$ cat src/hdl/tcc_pkg.sv
// ----------------------------------------------------------------------------
// tcc_pkg
// Shared types and constants of the circumcircle unit.
// ----------------------------------------------------------------------------
`default_nettype none

package tcc_pkg;

  // stage control handed down the cell rows
  typedef struct packed {
    logic en;
    logic valid;
  } stage_ctl_t;

  localparam int unsigned LIMIT_W = 16;
  localparam logic [LIMIT_W-1:0] DEG_LIMIT_RST = 16'd1;

endpackage

`default_nettype wire

$ cat src/hdl/tcc_sqrt_cell.sv
// ----------------------------------------------------------------------------
// tcc_sqrt_cell
// One digit step of the bitwise integer square root.
// ----------------------------------------------------------------------------
`default_nettype none

module tcc_sqrt_cell #(
  parameter int VW   = 36,
  parameter int STEP = 0,
  parameter int SW   = 35
) (
  input  wire                   clk,
  input  wire                   rst_n,
  input  tcc_pkg::stage_ctl_t   ctl_in,
  input  wire  [VW-1:0]         x_in,
  input  wire  [VW-1:0]         r_in,
  input  wire  [SW-1:0]         side_in,
  output logic                  valid_out,
  output logic [VW-1:0]         x_out,
  output logic [VW-1:0]         r_out,
  output logic [SW-1:0]         side_out
);

  localparam logic [VW-1:0] BIT = {{(VW-1){1'b0}}, 1'b1} << (2 * STEP);

  logic [VW-1:0] trial;
  logic          ge;
  logic [VW-1:0] x_nxt, r_nxt;

  always_comb begin
    trial = r_in + BIT;
    ge    = x_in >= trial;
    x_nxt = ge ? x_in - trial : x_in;
    r_nxt = ge ? (r_in >> 1) + BIT : (r_in >> 1);
  end

  always_ff @(posedge clk) begin
    if (!rst_n) begin
      valid_out <= 1'b0;
    end else if (ctl_in.en) begin
      valid_out <= ctl_in.valid;
    end
  end

  always_ff @(posedge clk) begin
    if (ctl_in.en) begin
      x_out    <= x_nxt;
      r_out    <= r_nxt;
      side_out <= side_in;
    end
  end

endmodule

`default_nettype wire

$ cat config.mk
export PLATFORM = sky130hd
export DESIGN_NAME = tcc_sqrt_cell
export DESIGN_NICKNAME = d
export VERILOG_FILES = /design/src/hdl/tcc_pkg.sv /design/src/hdl/tcc_sqrt_cell.sv
export SDC_FILE = /design/constraint.sdc
export NUM_CORES = 1
export LEC_CHECK = 0
export ABC_CLOCK_PERIOD_IN_PS = 9900
export BUFFER_PORTS_ARGS = -buffer_cell sky130_fd_sc_hd__buf_2
export CAP_MARGIN = 20
export CORE_MARGIN = 3
export CORE_UTILIZATION = 30
export CTS_CLUSTER_SIZE = 28
export DETAILED_ROUTE_END_ITERATION = 10
export GPL_TIMING_DRIVEN = 0
export SYNTH_ARGS = -nofsm -noshare
export SYNTH_HDL_FRONTEND = slang
export SYNTH_SLANG_ARGS = --single-unit
$ cat constraint.sdc
create_clock -name clk -period 9.9 [get_ports clk]
set_input_delay 0.495 -clock clk [delete_from_list [all_inputs] [get_ports clk]]
set_output_delay 0.495 -clock clk [all_outputs]
set_load 0.03 [all_outputs]
==> impl_metrics.py <==
metrics = {
    "route": {
        "num_vias": 6335,
        "drcViolationCount": 0,
        "ant_nets": 0,
        "wl_um": 23300,
        "wl_per_cell_um": 18.5,
        "drt_first_pass_iters": 5,
        "viasPerCell": 5.02,
        "drt_iter0_drc": 406,
    },
    "synthesis": {
        "yosys_warnings": 0,
        "synthTopCellsByArea": "edfxtp_1, xnor2_1, ha_1, xor2_1, nor2_1",
        "synth-edff-count": 107,
        "ys_ff_latch": 108,
        "synth.most_common_cell": "edfxtp_1",
        "syn_avg_cell_area_um2": 10.2,
        "yosys.area.top_type_share_pct": 44.2,
        "synth_mux_area_share_pct": 0.275,
        "synth_top_family_by_area": "simple AND/OR/NAND/NOR gates",
        "synthAdderAreaFrac_pct": 6.82,
        "syn_inst": 716,
        "synth_commonest_cells": "edfxtp_1, nor2_1, nand2_1",
        "async_flop_share_pct": 0,
        "synth_ff_type": "edfxtp_1",
        "synth_xor_xnor_area_share_pct": 11.0,
        "synth_area_um2": 7270,
        "syn_nets": 866,
        "yosysSeqAreaShare_pct": 44.5,
        "synth.distinct_cells": 75,
        "synth_area_leader_cell": "edfxtp_1",
        "synth_compound_area_share_pct": 15.0,
        "synthSimpleGateAreaFrac_pct": 19.1,
    },
    "place": {
        "port_buffers": 210,
        "dp.cells": 1246,
        "gp_congestion": 0.877,
        "dpl.hpwl_um": 18500,
    },
    "worst_setup_path": {
        "cp-end-kind": "register",
        "cp.required_ns": 10.04,
        "crit_arrival_ns": 5.42,
        "crit_type": "in -> reg",
        "cp_max_fo": 10,
        "startpoint_type": "input pin",
    },
    "die": {
        "core_region_area_um2": 23600,
        "dieArea_um2": 26100,
        "rows": 56,
        "num_io_pins": 219,
        "initial_core_util_pct": 30.8,
        "die_h_um": 162,
        "die_x_um": 162,
    },
    "clock_network": {
        "cts_setup_buffers": 0,
        "clk_latency_ns": 0.36,
        "root_buffer": "clkbuf_16",
        "clkSlewWorstSetupHoldPaths_ns": 0.08,
        "cts_tree": "done",
        "cts_resized": 0,
        "clockBufferDepth": 2,
        "cts_max_level": 3,
        "cts.sinks": 108,
        "numCtsBuffers": 9,
        "cts_hold_buf": 0,
    },
    "sta": {
        "max_freq_mhz": 190,
        "worst_slew_pin_slew_ns": 0.714,
        "slew_viol_final": 0,
        "fin_crit_ns": 5.27,
        "whs_ns": 0.304,
        "relSlewSlack_pct": 52.0,
        "hold_violations": 0,
        "rsz0062_at_grt": "false",
        "final.setup_skew_ns": 0,
        "finalSetupViolCount": 0,
        "tns_ns": 0,
        "period_share_pct": 53.3,
    },
    "pwr": {
        "ir_drop_v": 0.0000668,
        "leakage_nw": 3.66,
        "power.density_nw_per_um2": 151,
        "design_power_total_mw": 1.37,
    },
    "final_layout": {
        "nets": 1088,
        "area_growth_pct": 24.3,
        "drive_gt1_share_pct": 29.1,
        "layout.cells.non_filler": 1262,
        "num-fill-cells": 2420,
        "utilization_pct": 38.3,
        "diodes": 0,
    },
    "global_routing": {
        "grt_usage_pct": 17.3,
        "antenna_found_initial": 1,
        "grt_pass1_vias": 6135,
        "grt_max_degree": 71,
        "grt_pass1_wl_um": 34600,
        "overflow": 0,
    },
    "run": {
        "cap_violations": 0,
    },
    "outcome": {
        "run_status": "finished, final reports clean",
    },
    "worst_hold_path": {
        "worstHoldPathType": "in -> reg",
    },
}
kinds of logic (layout without fill, tap and decap cells):
| group | Yosys count | after routing |
|---|---|---|
| AND/OR/NAND/NOR | 269 | 269 |
| AO/OA/AOI/OAI | 157 | 157 |
| flip-flops | 108 | 108 |
| XOR/XNOR | 91 | 91 |
| buffers and inverters | 50 | 277 |
| adder cells (fa/ha/maj) | 39 | 39 |
| multiplexers | 2 | 2 |
cells in the final DEF, fill, tap and decap left out, types with 10 or more instances in the layout:
| cell type | n |
|---|---|
| nand2_1 | 63 |
| xnor2_1 | 55 |
| ha_1 | 38 |
| nand3_1 | 26 |
| and3_1 | 19 |
| buf_2 | 223 |
| clkbuf_1 | 13 |
| o21a_1 | 13 |
| nor3_1 | 10 |
| nand4_1 | 24 |
| a21o_1 | 12 |
| a21oi_1 | 49 |
| o21ai_0 | 27 |
| xor2_1 | 36 |
| nor2_1 | 68 |
| edfxtp_1 | 107 |
| inv_1 | 17 |
where the power goes:
group	switching [mW]	internal [mW]	total, mW
sequential	0.0108	0.559	0.570
clock	0.187	0.175	0.362
combinational	0.292	0.144	0.436
total	0.490	0.878	1.37
area by class of cell:
class	count	area, um^2	share of cell area, %
Multi-Input combinational cell	558	3800	42.0
Inverter	17	63.8	0.706
Sequential cell	108	3230	35.8
Buffer	33	175	1.94
Clock inverter	7	60.1	0.665
Clock buffer	9	225	2.49
Timing Repair Buffer	211	1080	12.0
Tap cell	319	399	4.42
through the flow:
| stage | setup slack, ns | area (um^2) |
|---|---|---|
| 2_1_floorplan | 5.64 | 7270 |
| 3_3_place_gp | 4.44 | 8720 |
| 3_5_place_dp | 4.38 | 8750 |
| 4_1_cts | 4.73 | 9030 |
| 5_1_grt | 4.37 | 9030 |
| 6_report | 4.63 | 9030 |
critical path, stage by stage:
cell,delay [ns]
buf_2,0.18
ha_1,0.21
and3_1,0.20
and3_1,0.30
nand3_2,0.18
nor2_1,0.36
nand2_1,0.16
nor2_1,0.39
nand3_1,0.15
xor2_1,0.22
ha_1,0.30
buf_2,0.19
and4_1,0.33
and4_1,0.24
nand2_1,0.07
o2111ai_2,0.25
o21a_2,0.28
buf_6,0.19
buf_2,0.32
nor2_1,0.10
a21oi_1,0.29
worst paths after layout:
kind | start | cells after the start | slack, ns | endpoint
min reg2reg | valid_out | 2 | 0.52 | valid_out
max reg2reg | valid_out | 2 | 9.32 | valid_out
min | side_in[7] | 1 | 0.30 | side_out[7]
max | r_in[1] | 21 | 4.63 | x_out[28]
flip-flops by register name, indices dropped and copies added, names as in the netlist:
register / cells
side_out: 35
valid_out: 1
x_out: 36
r_out: 36
routing by layer:
metal | global-route usage (%) | part of all wire (%) | up-vias
met1 | 23.4 | 45 | 2960
met2 | 27.8 | 45 | 247
met5 | 0 | 0.047 | -
met3 | 3.85 | 7.1 | 31
met4 | 5.47 | 2.7 | 2
li1 | - | - | 3095
Power figures use the tool's default switching activity.
