`src/hdl/tcc_pkg.sv`:
```
// ----------------------------------------------------------------------------
// tcc_pkg
// Shared types and constants of the circumcircle unit.
// ----------------------------------------------------------------------------
`default_nettype none

package tcc_pkg;

  // stage control handed down the cell rows
  typedef struct packed {
    logic en;
    logic valid;
  } stage_ctl_t;

  localparam int unsigned LIMIT_W = 16;
  localparam logic [LIMIT_W-1:0] DEG_LIMIT_RST = 16'd1;

endpackage

`default_nettype wire

```
`src/hdl/tcc_div_cell.sv`:
```
// ----------------------------------------------------------------------------
// tcc_div_cell
// One restoring division step for the x and y quotients (shared divisor).
// ----------------------------------------------------------------------------
`default_nettype none

module tcc_div_cell #(
  parameter int DW   = 37,
  parameter int QB   = 19,
  parameter int STEP = 0,
  parameter int SW   = 37
) (
  input  wire                   clk,
  input  wire                   rst_n,
  input  tcc_pkg::stage_ctl_t   ctl_in,
  input  wire  [DW-1:0]         den_in,
  input  wire  [DW+QB-1:0]      rem_x_in,
  input  wire  [DW+QB-1:0]      rem_y_in,
  input  wire  [QB-1:0]         quo_x_in,
  input  wire  [QB-1:0]         quo_y_in,
  input  wire  [SW-1:0]         side_in,
  output logic                  valid_out,
  output logic [DW-1:0]         den_out,
  output logic [DW+QB-1:0]      rem_x_out,
  output logic [DW+QB-1:0]      rem_y_out,
  output logic [QB-1:0]         quo_x_out,
  output logic [QB-1:0]         quo_y_out,
  output logic [SW-1:0]         side_out
);

  localparam int RW = DW + QB;

  logic [RW-1:0] trial;
  logic          ge_x, ge_y;
  logic [RW-1:0] rem_x_nxt, rem_y_nxt;
  logic [QB-1:0] quo_x_nxt, quo_y_nxt;

  always_comb begin
    trial     = {{QB{1'b0}}, den_in} << STEP;
    ge_x      = rem_x_in >= trial;
    ge_y      = rem_y_in >= trial;
    rem_x_nxt = ge_x ? rem_x_in - trial : rem_x_in;
    rem_y_nxt = ge_y ? rem_y_in - trial : rem_y_in;
    quo_x_nxt = quo_x_in;
    quo_y_nxt = quo_y_in;
    quo_x_nxt[STEP] = ge_x;
    quo_y_nxt[STEP] = ge_y;
  end

  always_ff @(posedge clk) begin
    if (!rst_n) begin
      valid_out <= 1'b0;
    end else if (ctl_in.en) begin
      valid_out <= ctl_in.valid;
    end
  end

  always_ff @(posedge clk) begin
    if (ctl_in.en) begin
      den_out   <= den_in;
      rem_x_out <= rem_x_nxt;
      rem_y_out <= rem_y_nxt;
      quo_x_out <= quo_x_nxt;
      quo_y_out <= quo_y_nxt;
      side_out  <= side_in;
    end
  end

endmodule

`default_nettype wire

```
`config.mk`:
```
export PLATFORM = sky130hd
export DESIGN_NAME = tcc_div_cell
export DESIGN_NICKNAME = d
export VERILOG_FILES = /design/src/hdl/tcc_pkg.sv /design/src/hdl/tcc_div_cell.sv
export SDC_FILE = /design/constraint.sdc
export NUM_CORES = 1
export LEC_CHECK = 0
export BUFFER_PORTS_ARGS = -buffer_cell sky130_fd_sc_hd__buf_2
export CAP_MARGIN = 20
export CORE_AREA = 2 2 174 176
export DETAILED_ROUTE_END_ITERATION = 12
export DIE_AREA = 0 0 176 178
export PLACE_DENSITY = 0.75
export SETUP_SLACK_MARGIN = 0.15
export SYNTH_ARGS = -nofsm -noshare
export SYNTH_HDL_FRONTEND = slang
export SYNTH_SLANG_ARGS = --single-unit
export TNS_END_PERCENT = 50
```
`constraint.sdc`:
```
create_clock -name clk -period 8.1 [get_ports clk]
set_input_delay 0.81 -clock clk [delete_from_list [all_inputs] [get_ports clk]]
set_output_delay 0.81 -clock clk [all_outputs]
set_load 0.02 [all_outputs]
```
==> metrics.txt, run 1 <==
IO Port Bufs=450; Initial Util=between 40% and 50%; Detail Route Antenna Nets=0; placer congestion estimate=approximately 0.96; Syn Nets=1598; largest net degree at the start of global routing=between 90 and 100; Filler cells=approximately 2600; Main synth FF type=edfxtp_1; total power=between 3 and 4 mW; initial antenna violation count=9; Setup CP Type=primary input to register; post-CTS setup buffer count=0; run status=completed; Die Ht=between 150 and 200 µm; crit path capture type=register; most frequent cells in the layout=buf_2, edfxtp_1, a21oi_1, nor2_1, nand2_1; Post-synth EDFFs=between 200 and 250; clock transition at the registers of the reported paths=roughly 60 ps; Tmin final=~4200 ps; mean post-synth cell area=a little over 10 µm²; PD cells=about 210 nW/µm²; average wire per standard cell=between 20 and 25 µm; crit path max fanout=71; io pins=about 450; Leak=~7.0 nW; flop-to-flop setup slack=around 7500 ps; first-iteration detailed-routing DRC count=just over 1000; Worst setup SP type=primary input; synth-to-layout area growth=24.5%; Async SR Flop Fraction=0%; WHS Path Cells=1; CTS tree=done; vias in the first global route=11600; flops & latches, synth=about 230; period utilization=approximately 52%; FF-to-FF path depth=2; Mapped Area=about 13000 µm²; total global-route track usage=roughly a quarter; # H-tree levels=1; Post-CTS Resized=0; Worst R2R End=valid_out; vias=12000; core outline area=29400 µm²; Clk Latency, worst-skew pair=530 ps; Worst-Margin Slew=1120 ps; origin of the critical flop-to-flop path=valid_out; DR pass1 iterations=5; worst clock skew=0 ps; post-synthesis sequential area ratio=about half; Slew HR=about a quarter; Chip Width=approximately 180 µm; Yosys cell types=72; hold buffers post-CTS=0; HP Start=quo_x_in[3]; drt drc=0; GR Overflow Total=0; achievable frequency=237 MHz; clk sinks=about 230; most common cell after layout, fill and taps aside=buf_2; Rows=63; final setup fails=0; required time of the critical path=about 8400 ps; fin nets=2025; CTS max path bufs=3; global-route wire length before repair=about 64000 µm; Final Max Tran Viols=0; share of layout cells above drive strength 1=between 20 and 30%; RSZ-0062 raised after global routing=false; Via density=5.62; data arrival time of the worst path=4500 ps; Synthesis Warnings=0; Worst Hold Class=primary input to register; final hold viol count=0; root buf cell=clkbuf_16; post-synthesis cell count=1294; drt total wl=approximately 43000 µm; CTS buffer count=25; Max-Cap Viols=0; final HPWL from detailed placement=approximately 34000 µm; setup TNS=0 ps; VDD IR-drop max=137 µV; hold endpoint=quo_x_out[3]; die area=between 30000 and 40000 µm²
-- cells in the mapped netlist, types with 3 or more instances --
master | n | share of area, %
a221oi_1 | 4 | 0.26
a21o_1 | 18 | 1.0
o21a_1 | 6 | 0.34
or3_1 | 11 | 0.51
and3_1 | 6 | 0.28
o2111ai_1 | 4 | 0.26
xor2_1 | 42 | 2.7
nand2b_1 | 15 | 0.70
nor4_1 | 17 | 0.79
buf_4 | 3 | 0.17
ha_1 | 74 | 6.9
a2111oi_0 | 3 | 0.20
a21boi_0 | 3 | 0.17
inv_1 | 58 | 1.6
a211oi_1 | 13 | 0.73
a21oi_2 | 3 | 0.20
and2_1 | 10 | 0.47
a31oi_1 | 11 | 0.51
or2_2 | 10 | 0.47
mux2_2 | 4 | 0.34
nor2_1 | 133 | 3.7
nor3_1 | 23 | 0.86
nand4_1 | 39 | 1.8
o21ai_0 | 68 | 2.5
a21oi_1 | 144 | 5.4
or4_1 | 8 | 0.45
o31ai_1 | 9 | 0.50
buf_6 | 6 | 0.50
nand3_1 | 28 | 1.0
buf_2 | 8 | 0.30
nand4b_1 | 5 | 0.33
and4_1 | 6 | 0.39
nand3b_1 | 4 | 0.22
nor4b_1 | 8 | 0.52
nand2_1 | 93 | 2.6
clkbuf_1 | 38 | 1.1
nor2b_1 | 8 | 0.37
xnor2_1 | 62 | 4.0
o21bai_1 | 12 | 0.67
o211ai_1 | 13 | 0.73
edfxtp_1 | 224 | 50
-- routing by layer --
layer | global-route usage [%] | wire [µm] | up-vias
met1 | 33.4 | 17400 | 5656
met5 | 0 | 22 | -
met3 | 5.24 | 3570 | 112
met2 | 43.9 | 20300 | 532
li1 | - | - | 5702
met4 | 11.5 | 1960 | 4
-- sequential cells by signal, summed over array words and instances (netlist names) --
name       cells
valid_out      1
side_out      37
den_out       37
quo_y_out     19
rem_y_out     56
rem_x_out     56
quo_x_out     19
-- report_power, final --
part           internal, mW  switching, mW
clock                 0.594          0.461
combinational         0.316          0.583
sequential             1.44         0.0320
total                  2.35           1.08
-- final cells by class --
| cell class | count | area (µm²) | area share, % |
|---|---|---|---|
| Timing Repair Buffer | 455 | 2300 | 13.8 |
| Clock inverter | 16 | 111 | 0.667 |
| Antenna cell | 8 | 20.0 | 0.120 |
| Multi-Input combinational cell | 955 | 6180 | 37.0 |
| Tap cell | 390 | 488 | 2.92 |
| Inverter | 59 | 221 | 1.33 |
| Sequential cell | 225 | 6750 | 40.4 |
| Clock buffer | 27 | 633 | 3.79 |
-- worst max-delay path, cell delays in order --
cell and delay [ps]:
buf_2 90, inv_1 100, ha_1 450, or4b_1 580
or4_1 610, nor4b_1 460, nand4b_1 200, inv_1 80
o31ai_4 50, buf_4 600, mux2_2 400
-- worst max-delay path by stage --
stage | slack, ps | endpoint | depth (start not counted) | from
2_1_floorplan | 4410 | rem_y_out[10] | 12 | den_in[36]
3_3_place_gp | 3470 | rem_y_out[3] | 11 | den_in[36]
3_5_place_dp | 3420 | rem_y_out[4] | 11 | den_in[36]
4_1_cts | 3980 | rem_y_out[12] | 11 | den_in[36]
5_1_grt | 3690 | rem_y_out[4] | 11 | den_in[36]
6_report | 3890 | rem_y_out[4] | 11 | den_in[36]
-- per-stage QoR --
stage	instances	utilization [%]	hold slack [ps]	cell area [µm²]	setup slack, ps
finish	2135	56.8	455	16700	3890
global route	2132	56.8	426	16700	3690
CTS	2127	56.7	428	16700	3980
detailed placement	2084	54.2	541	15900	3420
global placement	2084	54.2	495	15900	3470
floorplan	1294	-	589	13400	4410
-- cells by family after synthesis --
| group | after synthesis | share of synthesized area (%) |
|---|---|---|
| AND/OR/NAND/NOR | 429 | 15.9 |
| AO/OA/AOI/OAI | 339 | 15.5 |
| flip-flops | 225 | 50.3 |
| buffers and inverters | 114 | 3.69 |
| XOR/XNOR | 104 | 6.79 |
| adder cells (fa/ha/maj) | 76 | 7.20 |
| multiplexers | 7 | 0.634 |
Power figures use the tool's default switching activity.
==> run 2: changes to the inputs <==
==> constraint.sdc (replaced) <==
create_clock -name clk -period 4.1 [get_ports clk]
set_input_delay 0.41 -clock clk [delete_from_list [all_inputs] [get_ports clk]]
set_output_delay 0.41 -clock clk [all_outputs]
set_load 0.02 [all_outputs]
==> run 2 against run 1 <==
  * Total power increased by 110%
  * Worst setup slack got worse by 3100 ps
  * Core utilization increased by 1.0 points
  * Die area unchanged
  * Flip-flop and latch count unchanged
  * Clock skew unchanged
  * Routed wire length decreased by 0.16%
  * Combinational power increased by 98%
  * Sequential power increased by 98%
  * Cell count increased by 0.70%
  * Critical path type unchanged
  * Largest power group unchanged
  * Highest routed layer unchanged
==> metrics.txt, run 2 (synthesized netlist as in run 1, its figures left out) <==
run status=completed; WHS Path Cells=1; Detail Route Antenna Nets=0; VDD IR-drop max=approximately 270 µV; global-route wire length before repair=roughly 64000 µm; FF-to-FF path depth=2; hold buffers post-CTS=0; final setup fails=0; final hold viol count=0; Leak=between 7 and 8 nW; CTS tree=done; placer congestion estimate=0.935; drt total wl=around 43000 µm; die area=around 31000 µm²; # H-tree levels=1; Worst setup SP type=primary input; GR Overflow Total=0; Chip Width=around 180 µm; total power=7.17 mW; data arrival time of the worst path=around 3600 ps; setup TNS=0 ps; vias in the first global route=about 11000; critical path's slowest cell=or4_1; crit path max fanout=8; Worst-Margin Slew=about 750 ps; finished layout cell area=between 15000 and 20000 µm²; vias=about 12000; HP Start=side_in[29]; synth-to-layout area growth=26.7%; clk sinks=approximately 230; WL met3=3290 µm; Finished Layout Cells=2150; most common cell after layout, fill and taps aside=buf_2; pre-CTS setup slack=between 200 and 300 ps; io pins=453; Metal-1 WL=approximately 18000 µm; RSZ-0062 raised after global routing=false; final HPWL from detailed placement=34300 µm; initial antenna violation count=4; FF/Latch Area=slightly below 7000 µm²; hold endpoint=side_out[29]; Filler cells=2542; average wire per standard cell=around 20 µm; Post-Place Cells=2100; CTS max path bufs=3; root buf cell=clkbuf_16; DR pass1 iterations=5; flop-to-flop setup slack=~3500 ps; met2 WL=approximately 21000 µm; clock transition at the registers of the reported paths=~60 ps; post-CTS setup buffer count=0; largest net degree at the start of global routing=92; IO Port Bufs=450; worst clock skew=0 ps; fin nets=between 2000 and 2500; CTS buffer count=25; total global-route track usage=26.2%; area of the multi-input gates=just over 6000 µm²; Final Max Tran Viols=0; crit path cell chain=buf_2, inv_1, ha_1, or4b_1, or4_1, nor4b_1, nand4b_1, nand2b_1, a21oi_2, o211ai_1, xnor2_1; Max-Cap Viols=0; required time of the critical path=between 4000 and 5000 ps; Worst Hold Class=primary input to register; period utilization=around four fifths; fin util=about 58%; Tmin final=approximately 3300 ps; PD cells=around 420 nW/µm²; Max Used Layer=met5; first-iteration detailed-routing DRC count=~1100; Clk Latency, worst-skew pair=~520 ps; crit path capture type=register; Final Worst Setup Slack=786 ps; Worst R2R End=valid_out; Area after DPL=about 16000 µm²; Setup CP Type=primary input to register; Via density=between 5 and 6; Rows=between 60 and 70; hold_ws=49.1 ps; Die Ht=between 150 and 200 µm; drt drc=0; Largest regs=rem_x_out x56, rem_y_out x56; origin of the critical flop-to-flop path=valid_out; CP max stage delay=approximately 590 ps; Slew HR=between 40% and 50%; share of layout cells above drive strength 1=between 30 and 40%; achievable frequency=302 MHz; core outline area=just under 30000 µm²; Post-CTS Resized=0; most frequent cells in the layout=buf_2, edfxtp_1, a21oi_1, nor2_1, nand2_1; Initial Util=a little under half
[run 2: changes by cell type in the layout (fill, tap and decap cells not counted), sizes merged]
| cell | delta |
|---|---|
| clkinvlp | +2 |
| bufinv | +5 |
| inv | +2 |
| diode | -4 |
| clkinv | -6 |
| buf | +16 |
[run 2: area by class of cell]
cell class                      instances  share of cell area, %
Timing Repair Buffer                  471                   14.4
Antenna cell                            4                 0.0589
Multi-Input combinational cell        955                   36.4
Clock buffer                           27                   3.73
Tap cell                              390                   2.87
Clock inverter                         19                   1.59
Sequential cell                       225                   39.7
Inverter                               59                   1.30
[run 2: metal layers]
layer	up-vias	track usage, %
met5	-	0
met4	2	9.95
met3	102	4.39
met2	579	44.9
met1	5714	33.5
li1	5737	-
[run 2: worst max path at each step]
stage / startpoint / cells past startpoint / slack, ps / to
after global placement: den_in[36] / 11 / 290 / rem_y_out[41]
after global routing: rem_y_in[0] / 13 / 700 / rem_y_out[27]
after floorplan: den_in[36] / 12 / 810 / rem_y_out[10]
final: den_in[36] / 11 / 790 / rem_y_out[41]
after detailed placement: den_in[36] / 11 / 270 / rem_y_out[41]
after CTS: den_in[36] / 11 / 820 / rem_y_out[41]
[run 2: critical path, delay by kind of cell]
kind	cells	cell delay, ps
simple gates	5	1950
fa+ha+maj	1	320
xor+xnor	1	160
buf+inv	2	210
compound gates	2	550
[run 2: where the power goes]
part / switching (mW) / internal (mW)
sequential: 0.0657 / 2.84
clock: 0.967 / 1.51
combinational: 1.15 / 0.634
total: 2.18 / 4.99
